===== src/design/ppou_pkg.sv =====
`timescale 1ns / 1ps
`default_nettype none

package ppou_pkg;

  localparam int unsigned PIXEL_WIDTH = 32;
  localparam int unsigned CHAN_WIDTH = 8;
  localparam int unsigned CFG_INDEX_WIDTH = 3;

  localparam logic [CHAN_WIDTH-1:0] CHAN_MAX = 8'hff;

  localparam logic [2:0] MODE_NEGATIVE = 3'd0;
  localparam logic [2:0] MODE_SET_OPACITY = 3'd1;
  localparam logic [2:0] MODE_KEY_OPACITY = 3'd2;
  localparam logic [2:0] MODE_REPLACE_COLOR = 3'd3;
  localparam logic [2:0] MODE_REPLACE_OPAQUE = 3'd4;
  localparam logic [2:0] MODE_PREMULTIPLY = 3'd5;

  localparam logic [1:0] LAYOUT_ARGB = 2'd0;
  localparam logic [1:0] LAYOUT_ABGR = 2'd1;
  localparam logic [1:0] LAYOUT_RGBA = 2'd2;

  localparam logic [CFG_INDEX_WIDTH-1:0] REG_OP_MODE = 3'd0;
  localparam logic [CFG_INDEX_WIDTH-1:0] REG_CHANNEL_LAYOUT = 3'd1;
  localparam logic [CFG_INDEX_WIDTH-1:0] REG_KEY_COLOR = 3'd2;
  localparam logic [CFG_INDEX_WIDTH-1:0] REG_REPLACEMENT_COLOR = 3'd3;
  localparam logic [CFG_INDEX_WIDTH-1:0] REG_OPACITY_MAIN = 3'd4;
  localparam logic [CFG_INDEX_WIDTH-1:0] REG_OPACITY_OTHER = 3'd5;
  localparam logic [CFG_INDEX_WIDTH-1:0] REG_OPACITY_THRESHOLD = 3'd6;

  localparam logic [PIXEL_WIDTH-1:0] COLOR_MASK_ALPHA_HIGH = 32'h00ff_ffff;
  localparam logic [PIXEL_WIDTH-1:0] COLOR_MASK_ALPHA_LOW = 32'hffff_ff00;

endpackage

`default_nettype wire


===== src/design/pixel_point_operation_unit.sv =====
// Pixel point operation unit for 32-bit pixels of four 8-bit channels.
// Input words arrive on pixel_in/last_in under in_valid/in_ready, and result
// words leave on pixel_out/last_out under out_valid/out_ready. Each input word
// gives exactly one output word, in order, and last_in is copied to last_out.
// The operation and channel layout come from registers written through the
// cfg_write/cfg_index/cfg_data port; they must be written by the user only
// while no word is in flight, which the block does not enforce, and a write to
// an index beyond the register list is ignored. The datapath is a three-stage
// pipeline: decode and compare, then the alpha products and mode selection,
// then rounding and the final merge. Throughput is one word per cycle while
// out_ready is high, bounded by the single pass through the stage registers.
// When the receiver holds out_ready low, the output stage keeps its word and
// the earlier stages keep filling any empty slots, so up to three words are
// held before in_ready falls. Reset empties the pipeline and returns every
// configuration register to its reset value (opacity registers to 255).
`timescale 1ns / 1ps
`default_nettype none

module pixel_point_operation_unit (
  input  wire logic        clk,
  input  wire logic        rst,
  input  wire logic        cfg_write,
  input  wire logic [2:0]  cfg_index,
  input  wire logic [31:0] cfg_data,
  input  wire logic        in_valid,
  output logic             in_ready,
  input  wire logic [31:0] pixel_in,
  input  wire logic        last_in,
  output logic             out_valid,
  input  wire logic        out_ready,
  output logic [31:0]      pixel_out,
  output logic             last_out
);

  logic [2:0]  op_mode;
  logic [1:0]  channel_layout;
  logic [31:0] key_color;
  logic [31:0] replacement_color;
  logic [7:0]  opacity_main;
  logic [7:0]  opacity_other;
  logic [7:0]  opacity_threshold;

  always_ff @(posedge clk) begin
    if (rst) begin
      op_mode <= ppou_pkg::MODE_NEGATIVE;
      channel_layout <= ppou_pkg::LAYOUT_ARGB;
      key_color <= '0;
      replacement_color <= '0;
      opacity_main <= ppou_pkg::CHAN_MAX;
      opacity_other <= ppou_pkg::CHAN_MAX;
      opacity_threshold <= ppou_pkg::CHAN_MAX;
    end else if (cfg_write) begin
      unique case (cfg_index)
        ppou_pkg::REG_OP_MODE: op_mode <= cfg_data[2:0];
        ppou_pkg::REG_CHANNEL_LAYOUT: channel_layout <= cfg_data[1:0];
        ppou_pkg::REG_KEY_COLOR: key_color <= cfg_data;
        ppou_pkg::REG_REPLACEMENT_COLOR: replacement_color <= cfg_data;
        ppou_pkg::REG_OPACITY_MAIN: opacity_main <= cfg_data[7:0];
        ppou_pkg::REG_OPACITY_OTHER: opacity_other <= cfg_data[7:0];
        ppou_pkg::REG_OPACITY_THRESHOLD: opacity_threshold <= cfg_data[7:0];
        default: ;
      endcase
    end
  end

  logic        alpha_low;
  logic [31:0] color_mask;
  logic [31:0] alpha_mask;
  logic [31:0] main_field;
  logic [31:0] other_field;

  assign alpha_low = (channel_layout == ppou_pkg::LAYOUT_RGBA);
  assign color_mask = alpha_low ? ppou_pkg::COLOR_MASK_ALPHA_LOW
                                : ppou_pkg::COLOR_MASK_ALPHA_HIGH;
  assign alpha_mask = ~color_mask;
  assign main_field = alpha_low ? {24'd0, opacity_main} : {opacity_main, 24'd0};
  assign other_field = alpha_low ? {24'd0, opacity_other} : {opacity_other, 24'd0};

  logic en1;
  logic en2;
  logic en3;

  logic        s1_valid;
  logic [31:0] s1_pixel;
  logic        s1_last;
  logic [7:0]  s1_alpha;
  logic        s1_key_match;
  logic        s1_color_match;
  logic        s1_over_threshold;

  logic        s2_valid;
  logic        s2_last;
  logic [31:0] s2_result;
  logic        s2_premul;
  logic [15:0] s2_prod [3];

  logic [7:0]  in_alpha;
  logic [7:0]  s1_chan [3];
  logic [31:0] s2_result_next;
  logic [7:0]  s3_chan [3];
  logic [31:0] s3_premul_bits;
  logic [15:0] s3_round [3];

  assign en3 = !out_valid || out_ready;
  assign en2 = !s2_valid || en3;
  assign en1 = !s1_valid || en2;
  assign in_ready = en1;

  assign in_alpha = alpha_low ? pixel_in[7:0] : pixel_in[31:24];

  always_ff @(posedge clk) begin
    if (rst) begin
      s1_valid <= 1'b0;
    end else if (en1) begin
      s1_valid <= in_valid;
    end
  end

  always_ff @(posedge clk) begin
    if (en1 && in_valid) begin
      s1_pixel <= pixel_in;
      s1_last <= last_in;
      s1_alpha <= in_alpha;
      s1_key_match <= (pixel_in == key_color);
      s1_color_match <= ((pixel_in & color_mask) == (key_color & color_mask));
      s1_over_threshold <= (in_alpha >= opacity_threshold);
    end
  end

  always_comb begin
    for (int i = 0; i < 3; i++) begin
      s1_chan[i] = alpha_low ? s1_pixel[8*i+8 +: 8] : s1_pixel[8*i +: 8];
    end
  end

  always_comb begin
    unique case (op_mode)
      ppou_pkg::MODE_NEGATIVE: s2_result_next = s1_pixel ^ color_mask;
      ppou_pkg::MODE_SET_OPACITY: s2_result_next = (s1_pixel & color_mask) | main_field;
      ppou_pkg::MODE_KEY_OPACITY: begin
        s2_result_next = (s1_pixel & color_mask)
                       | (s1_color_match ? main_field : other_field);
      end
      ppou_pkg::MODE_REPLACE_COLOR: begin
        s2_result_next = s1_key_match ? replacement_color : s1_pixel;
      end
      ppou_pkg::MODE_REPLACE_OPAQUE: begin
        s2_result_next = s1_over_threshold ? replacement_color : s1_pixel;
      end
      ppou_pkg::MODE_PREMULTIPLY: s2_result_next = s1_pixel & alpha_mask;
      default: s2_result_next = s1_pixel;
    endcase
  end

  always_ff @(posedge clk) begin
    if (rst) begin
      s2_valid <= 1'b0;
    end else if (en2) begin
      s2_valid <= s1_valid;
    end
  end

  always_ff @(posedge clk) begin
    if (en2 && s1_valid) begin
      s2_last <= s1_last;
      s2_result <= s2_result_next;
      s2_premul <= (op_mode == ppou_pkg::MODE_PREMULTIPLY);
      for (int i = 0; i < 3; i++) begin
        s2_prod[i] <= 16'(s1_chan[i]) * 16'(s1_alpha);
      end
    end
  end

  always_comb begin
    for (int i = 0; i < 3; i++) begin
      s3_round[i] = s2_prod[i] + {8'd0, ppou_pkg::CHAN_MAX};
      s3_chan[i] = s3_round[i][15:8];
    end
    if (alpha_low) begin
      s3_premul_bits = {s3_chan[2], s3_chan[1], s3_chan[0], 8'd0};
    end else begin
      s3_premul_bits = {8'd0, s3_chan[2], s3_chan[1], s3_chan[0]};
    end
  end

  always_ff @(posedge clk) begin
    if (rst) begin
      out_valid <= 1'b0;
    end else if (en3) begin
      out_valid <= s2_valid;
    end
  end

  always_ff @(posedge clk) begin
    if (en3 && s2_valid) begin
      last_out <= s2_last;
      pixel_out <= s2_premul ? (s2_result | s3_premul_bits) : s2_result;
    end
  end

  assert property (@(posedge clk) disable iff (rst) out_ready |-> in_ready)
    else $error("input stalled while the output side was ready");

  assert property (@(posedge clk) disable iff (rst) !s1_valid |-> in_ready)
    else $error("input stalled with an empty first stage");

  assert property (@(posedge clk) $past(rst) |-> !out_valid && !s1_valid && !s2_valid)
    else $error("pipeline not empty after reset");

endmodule

`default_nettype wire

===== config.mk =====
export PLATFORM = sky130hd
export DESIGN_NAME = pixel_point_operation_unit
export DESIGN_NICKNAME = d
export VERILOG_FILES = /design/src/design/ppou_pkg.sv /design/src/design/pixel_point_operation_unit.sv
export SDC_FILE = /design/constraint.sdc
export NUM_CORES = 1
export LEC_CHECK = 0
export ABC_AREA = 1
export BUFFER_PORTS_ARGS = -buffer_cell sky130_fd_sc_hd__buf_4
export CORE_MARGIN = 2
export CORE_UTILIZATION = 55
export CTS_CLUSTER_SIZE = 25
export DETAILED_ROUTE_END_ITERATION = 16
export HOLD_SLACK_MARGIN = 0.06
export PLACE_DENSITY_LB_ADDON = 0.25
export SLEW_MARGIN = 20
export SYNTH_ARGS = -nofsm -noshare
export SYNTH_HDL_FRONTEND = slang
export SYNTH_SLANG_ARGS = --single-unit
export TNS_END_PERCENT = 50

===== constraint.sdc =====
create_clock -name clk -period 5.1 [get_ports clk]
set_input_delay 0.255 -clock clk [delete_from_list [all_inputs] [get_ports clk]]
set_output_delay 0.255 -clock clk [all_outputs]
set_load 0.1 [all_outputs]

# After elaboration in Yosys (flattened, before gate mapping)
# Memories as Yosys holds them, arrays and structs flattened.
# Index checks and enable logic that the tools add are counted.
# op_classes
n_addsub	3
n_mul	3
n_lt_le_gt_ge	1
eq_ne	14
muxes	15
bitwise	9
n_reduce_logical	18
# ops
operator	n
two-way mux 32 bit	8
one-hot mux 32 bit (6 select lines)	1
bitwise AND 32 bit	4
OR 32 bit	3
equality test 32 bit	2
adder 16 x 8 -> 16 bit, second input constant	3
multiplier 8 x 8 -> 16 bit	3
two-way mux 8 bit	4
NOT 32 bit	1
bitwise XOR 32 bit	1
equality test 3 bit, second input constant	5
AND reduction 2 bit	7
equality test 3 x 2 -> 1 bit, second input constant	4
greater-or-equal comparator 8 bit	1
equality test 3 x 1 -> 1 bit, second input constant	2
logical NOT 3 bit	2
logical AND 1 bit	3
logical NOT 1 bit	3
logical OR 1 bit	3
equality test 2 bit, second input constant	1
two-way mux 1 bit	2
# word_totals
register_bits	207
mem_bits_rw	48
out_inout_bits	35
n_memories	1
# mem_list
name	words	word_bits	rd	rd_clocked_by_memory_dff	wr	line_no	source
s2_prod	3	16	3	0	3	pixel_point_operation_unit.sv:95	logic [15:0] s2_prod [3];

# Depth between registers and ports, before layout
# depth
ltp_word	6
ltp_mapped	25
depth_no_buf	24

# Worst setup path before layout
# No wires, ideal clock.
# synth_path
path_type	register to register
start	reg channel_layout[1]
end	mem s2_prod[0][15], data pin
setup_ns	0.253
t_arrival_ns	4.200
slack_ns	0.647
path_stages_with_launch	22
n_path_buf	2
synth_period_minus_slack_ns	4.453
path_cell_list	dfxtp_1 -> inv_1 -> nor2_1 -> buf_2 -> buf_2 -> nand2_1 -> o21a_1 -> inv_1 -> nor2_1 -> fa_1 -> fa_1 -> fa_1 -> inv_1 -> fa_1 -> inv_1 -> ha_1 -> a21oi_1 -> nor2_1 -> o21ai_0 -> nand3_1 -> nand2_1 -> nand2_1
# synth_rtl
element	line_no	source
start, declared	pixel_point_operation_unit.sv:36	logic [1:0] channel_layout;
start signal, assigned	pixel_point_operation_unit.sv:46	channel_layout <= ppou_pkg::LAYOUT_ARGB;
start signal, assigned	pixel_point_operation_unit.sv:55	ppou_pkg::REG_CHANNEL_LAYOUT: channel_layout <= cfg_data[1:0];
end, declared	pixel_point_operation_unit.sv:95	

==> impl_results.md <==
* Status: finished clean
* Worst path max stage delay at 0.57 ns
* Post-CTS Hold Buffers at 70
* Min-delay worst type: in2reg
* HPWL Detailed at 39700 microns
* Clock skew at 0.0119 ns
* Drt drc at 0
* Unrepaired setup endpoints after global routing: no
* P&R area growth vs syn at 16.4%
* Final slew viol count at 0
* Final hold vios at 0
* Period utilisation layout at 0.945
* Sequential cell area at 6700 sq um
* Most frequent cells in the layout: 414 x nand2_1, 403 x inv_1, 329 x nor2_1, 159 x edfxtp_1, 148 x ha_1
* YS warnings at 0
* Slew headroom at 0.319
* Maximum clock path buffer count at 3
* Reg clk slew, reported paths at 0.06 ns
* TritonCTS clock tree: yes
* Largest net degree at the start of global routing at 94
* Die height at 189 microns
* Fillcell total at 2778
* Die footprint at 35600 sq um
* Finish-stage setup viols at 0
* Cells after synthesis at 2300
* Static leakage at 0.0104 uW
* Setup ws final at 0.278 ns
* Number of global-route vias before repair at 15702
* Synth cell types at 42
* Total number of vias at 15968
* Commonest non-fill, non-tap cell in the layout: nand2_1
* Inserted Clock Buffers at 29
* Yosys reg bits at 255
* Place WS at 0.353 ns
* All-Layer GR Usage at 0.302
* Clock latency on the worst-skew pair at 0.58 ns
* DRT Pass-1 Iters at 5
* Die X at 189 microns
* Worst-path fanout max at 70
* Iteration-0 DRC Markers at 1608
* Post-CTS Setup Bufs at 0
* Achievable Freq at 0.207 GHz
* Slowest CP cell: fa_1
* Antenna violations before repair at 2
* Setup crit start kind: register
* Htree depth at 1
* FP Rows at 67
* PD cells at 398 nW/um^2
* Sequential cell area fraction in the yosys report at 0.357
* Period minus WS final at 4.82 ns
* Share of layout cells above drive strength 1 at 0.0884
* IO Count at 108
* Footprint of the multi-input gates at 10200 sq um
* Final ANT Viol Nets at 0
* Crit path kind: reg2reg
* Routed len/inst at 18.0 microns
* Post-Route WL at 53000 microns
* Initial Util at 0.559
* CP arrival at 5.15 ns
* Root Driver: clkbuf_16
* Setup tns final at 0 ns
* Placer Congestion at 0.960
* Nets@finish at 2795
* Max-cap check violation count at 0
* Syn nets at 2629
* Port Buf Inserts at 107
* Clock Sink Count at 255
* Post-CTS Resized at 0
* Post-Syn Area per Cell at 8.17 sq um
* Max IR drop VDD at 291 uV
* First-pass GRT wire length at 84200 microns
* Worst setup EP type: register
* CP required at 5.43 ns
* Slew @ Worst Pin at 1.02 ns
* Vias/cell at 5.43
* Core area at 33600 sq um
* Worst-path cell chain: inv_1 -> nor2_4 -> buf_12 -> nand2_1 -> o21a_1 -> inv_1 -> nor2_1 -> fa_1 -> fa_1 -> fa_1 -> inv_1 -> fa_1 -> inv_1 -> ha_1 -> a21oi_1 -> nor2_1 -> o21ai_0 -> nand3_1 -> nand2_1 -> nand2_1
* Gr ovfl total at 0
* Post-Synthesis Cell Area at 18800 sq um
-- worst paths after layout --
path / from / to / slack (ns) / cells past startpoint
setup / recovery: channel_layout[1]$_SDFFE_PP0P_ / s2_prod[0][15]$_DFFE_PP_ / 0.28 / 20
hold / removal: cfg_index[1] / channel_layout[1]$_SDFFE_PP0P_ / 0.09 / 4
setup reg to reg: channel_layout[1]$_SDFFE_PP0P_ / s2_prod[0][15]$_DFFE_PP_ / 0.28 / 20
hold reg to reg: s2_last$_DFFE_PP_ / last_out$_DFFE_PP_ / 0.42 / 0
-- metrics by stage --
stage | hold WS (ns) | cells | power [uW] | cell area [sq um] | util
floorplan | 0.324 | 2300 | 5370 | 18800 | -
global route | 0.115 | 2937 | 9360 | 21900 | 0.650
CTS | 0.0678 | 2937 | 8710 | 21900 | 0.650
detailed placement | 0.405 | 2813 | 6290 | 20100 | 0.597
global placement | 0.404 | 2813 | 6200 | 20100 | 0.597
finish | 0.0926 | 2938 | 8700 | 21900 | 0.650
-- registers in the layout (all words and copies together) (netlist names), 2 cells and up --
signal / flops
channel_layout: 2
key_color: 32
op_mode: 3
opacity_main: 8
opacity_other: 8
opacity_threshold: 8
pixel_out: 32
replacement_color: 32
s1_alpha: 8
s1_pixel: 32
s2_prod: 48
s2_result: 32
-- final cells by class --
cell class	instances	area share
multi-input cells	1558	0.467
repair buffers	202	0.0779
well taps	448	0.0256
clock inverters	20	0.0134
clock buffers	34	0.0370
flip-flops and latches	255	0.306
inverters	420	0.0722
diodes	1	0.000114
-- where the power goes --
group | switching [uW] | total (uW) | internal [uW] | leakage [uW]
Clock | 913 | 2370 | 1450 | 0.000531
Combinational | 2280 | 3600 | 1330 | 0.00760
Sequential | 168 | 2730 | 2570 | 0.00229
Total | 3360 | 8700 | 5350 | 0.0104
-- cell usage after synthesis, drive strengths merged --
| library cell | instances | share of area |
|---|---|---|
| clkinv | 3 | 0.00060 |
| o21a | 23 | 0.0092 |
| inv | 417 | 0.083 |
| nor3 | 11 | 0.0040 |
| xor2 | 30 | 0.014 |
| o31ai | 1 | 0.00040 |
| a21o | 4 | 0.0016 |
| a31oi | 3 | 0.0010 |
| clkbuf | 37 | 0.0074 |
| o21bai | 19 | 0.0076 |
| buf | 30 | 0.0093 |
| or2 | 7 | 0.0023 |
| nand3 | 122 | 0.033 |
| nand2b | 1 | 0.00033 |
| a21boi | 1 | 0.00040 |
| ha | 148 | 0.099 |
| xnor2 | 24 | 0.011 |
| a31o | 1 | 0.00047 |
| o211ai | 40 | 0.016 |
| a22oi | 16 | 0.0064 |
| a21oi | 83 | 0.022 |
| nor2 | 336 | 0.068 |
| nand2 | 416 | 0.083 |
| nand3b | 10 | 0.0040 |
| nand4 | 29 | 0.0097 |
| o21ai | 125 | 0.034 |
| edfxtp | 159 | 0.25 |
| fa | 108 | 0.12 |
| dfxtp | 96 | 0.10 |
-- routing by layer --
metal / up-vias / wire (microns) / GRT usage
met2: 651 / 24300 / 0.497
met3: 89 / 4430 / 0.0365
met4: 4 / 1480 / 0.0838
li1: 7696 / - / -
met1: 7528 / 22700 / 0.423
met5: - / 32 / 0
-- logic make-up after synthesis --
group / count (synthesis) / share of synthesized area
buffers and inverters: 487 / 0.101
AO/OA/AOI/OAI: 316 / 0.0987
adder cells (fa/ha/maj): 256 / 0.214
flip-flops: 255 / 0.357
XOR/XNOR: 54 / 0.0252
AND/OR/NAND/NOR: 932 / 0.205
-- worst max-delay path, delay by kind of cell, from the launching register on --
kind	cells	cell delay, ns
fa+ha+maj	5	2.29
simple gates	7	0.65
buf+inv	5	0.65
compound gates	3	0.63
flops	1	0.30
No activity file was read; power rests on OpenSTA's default activity.
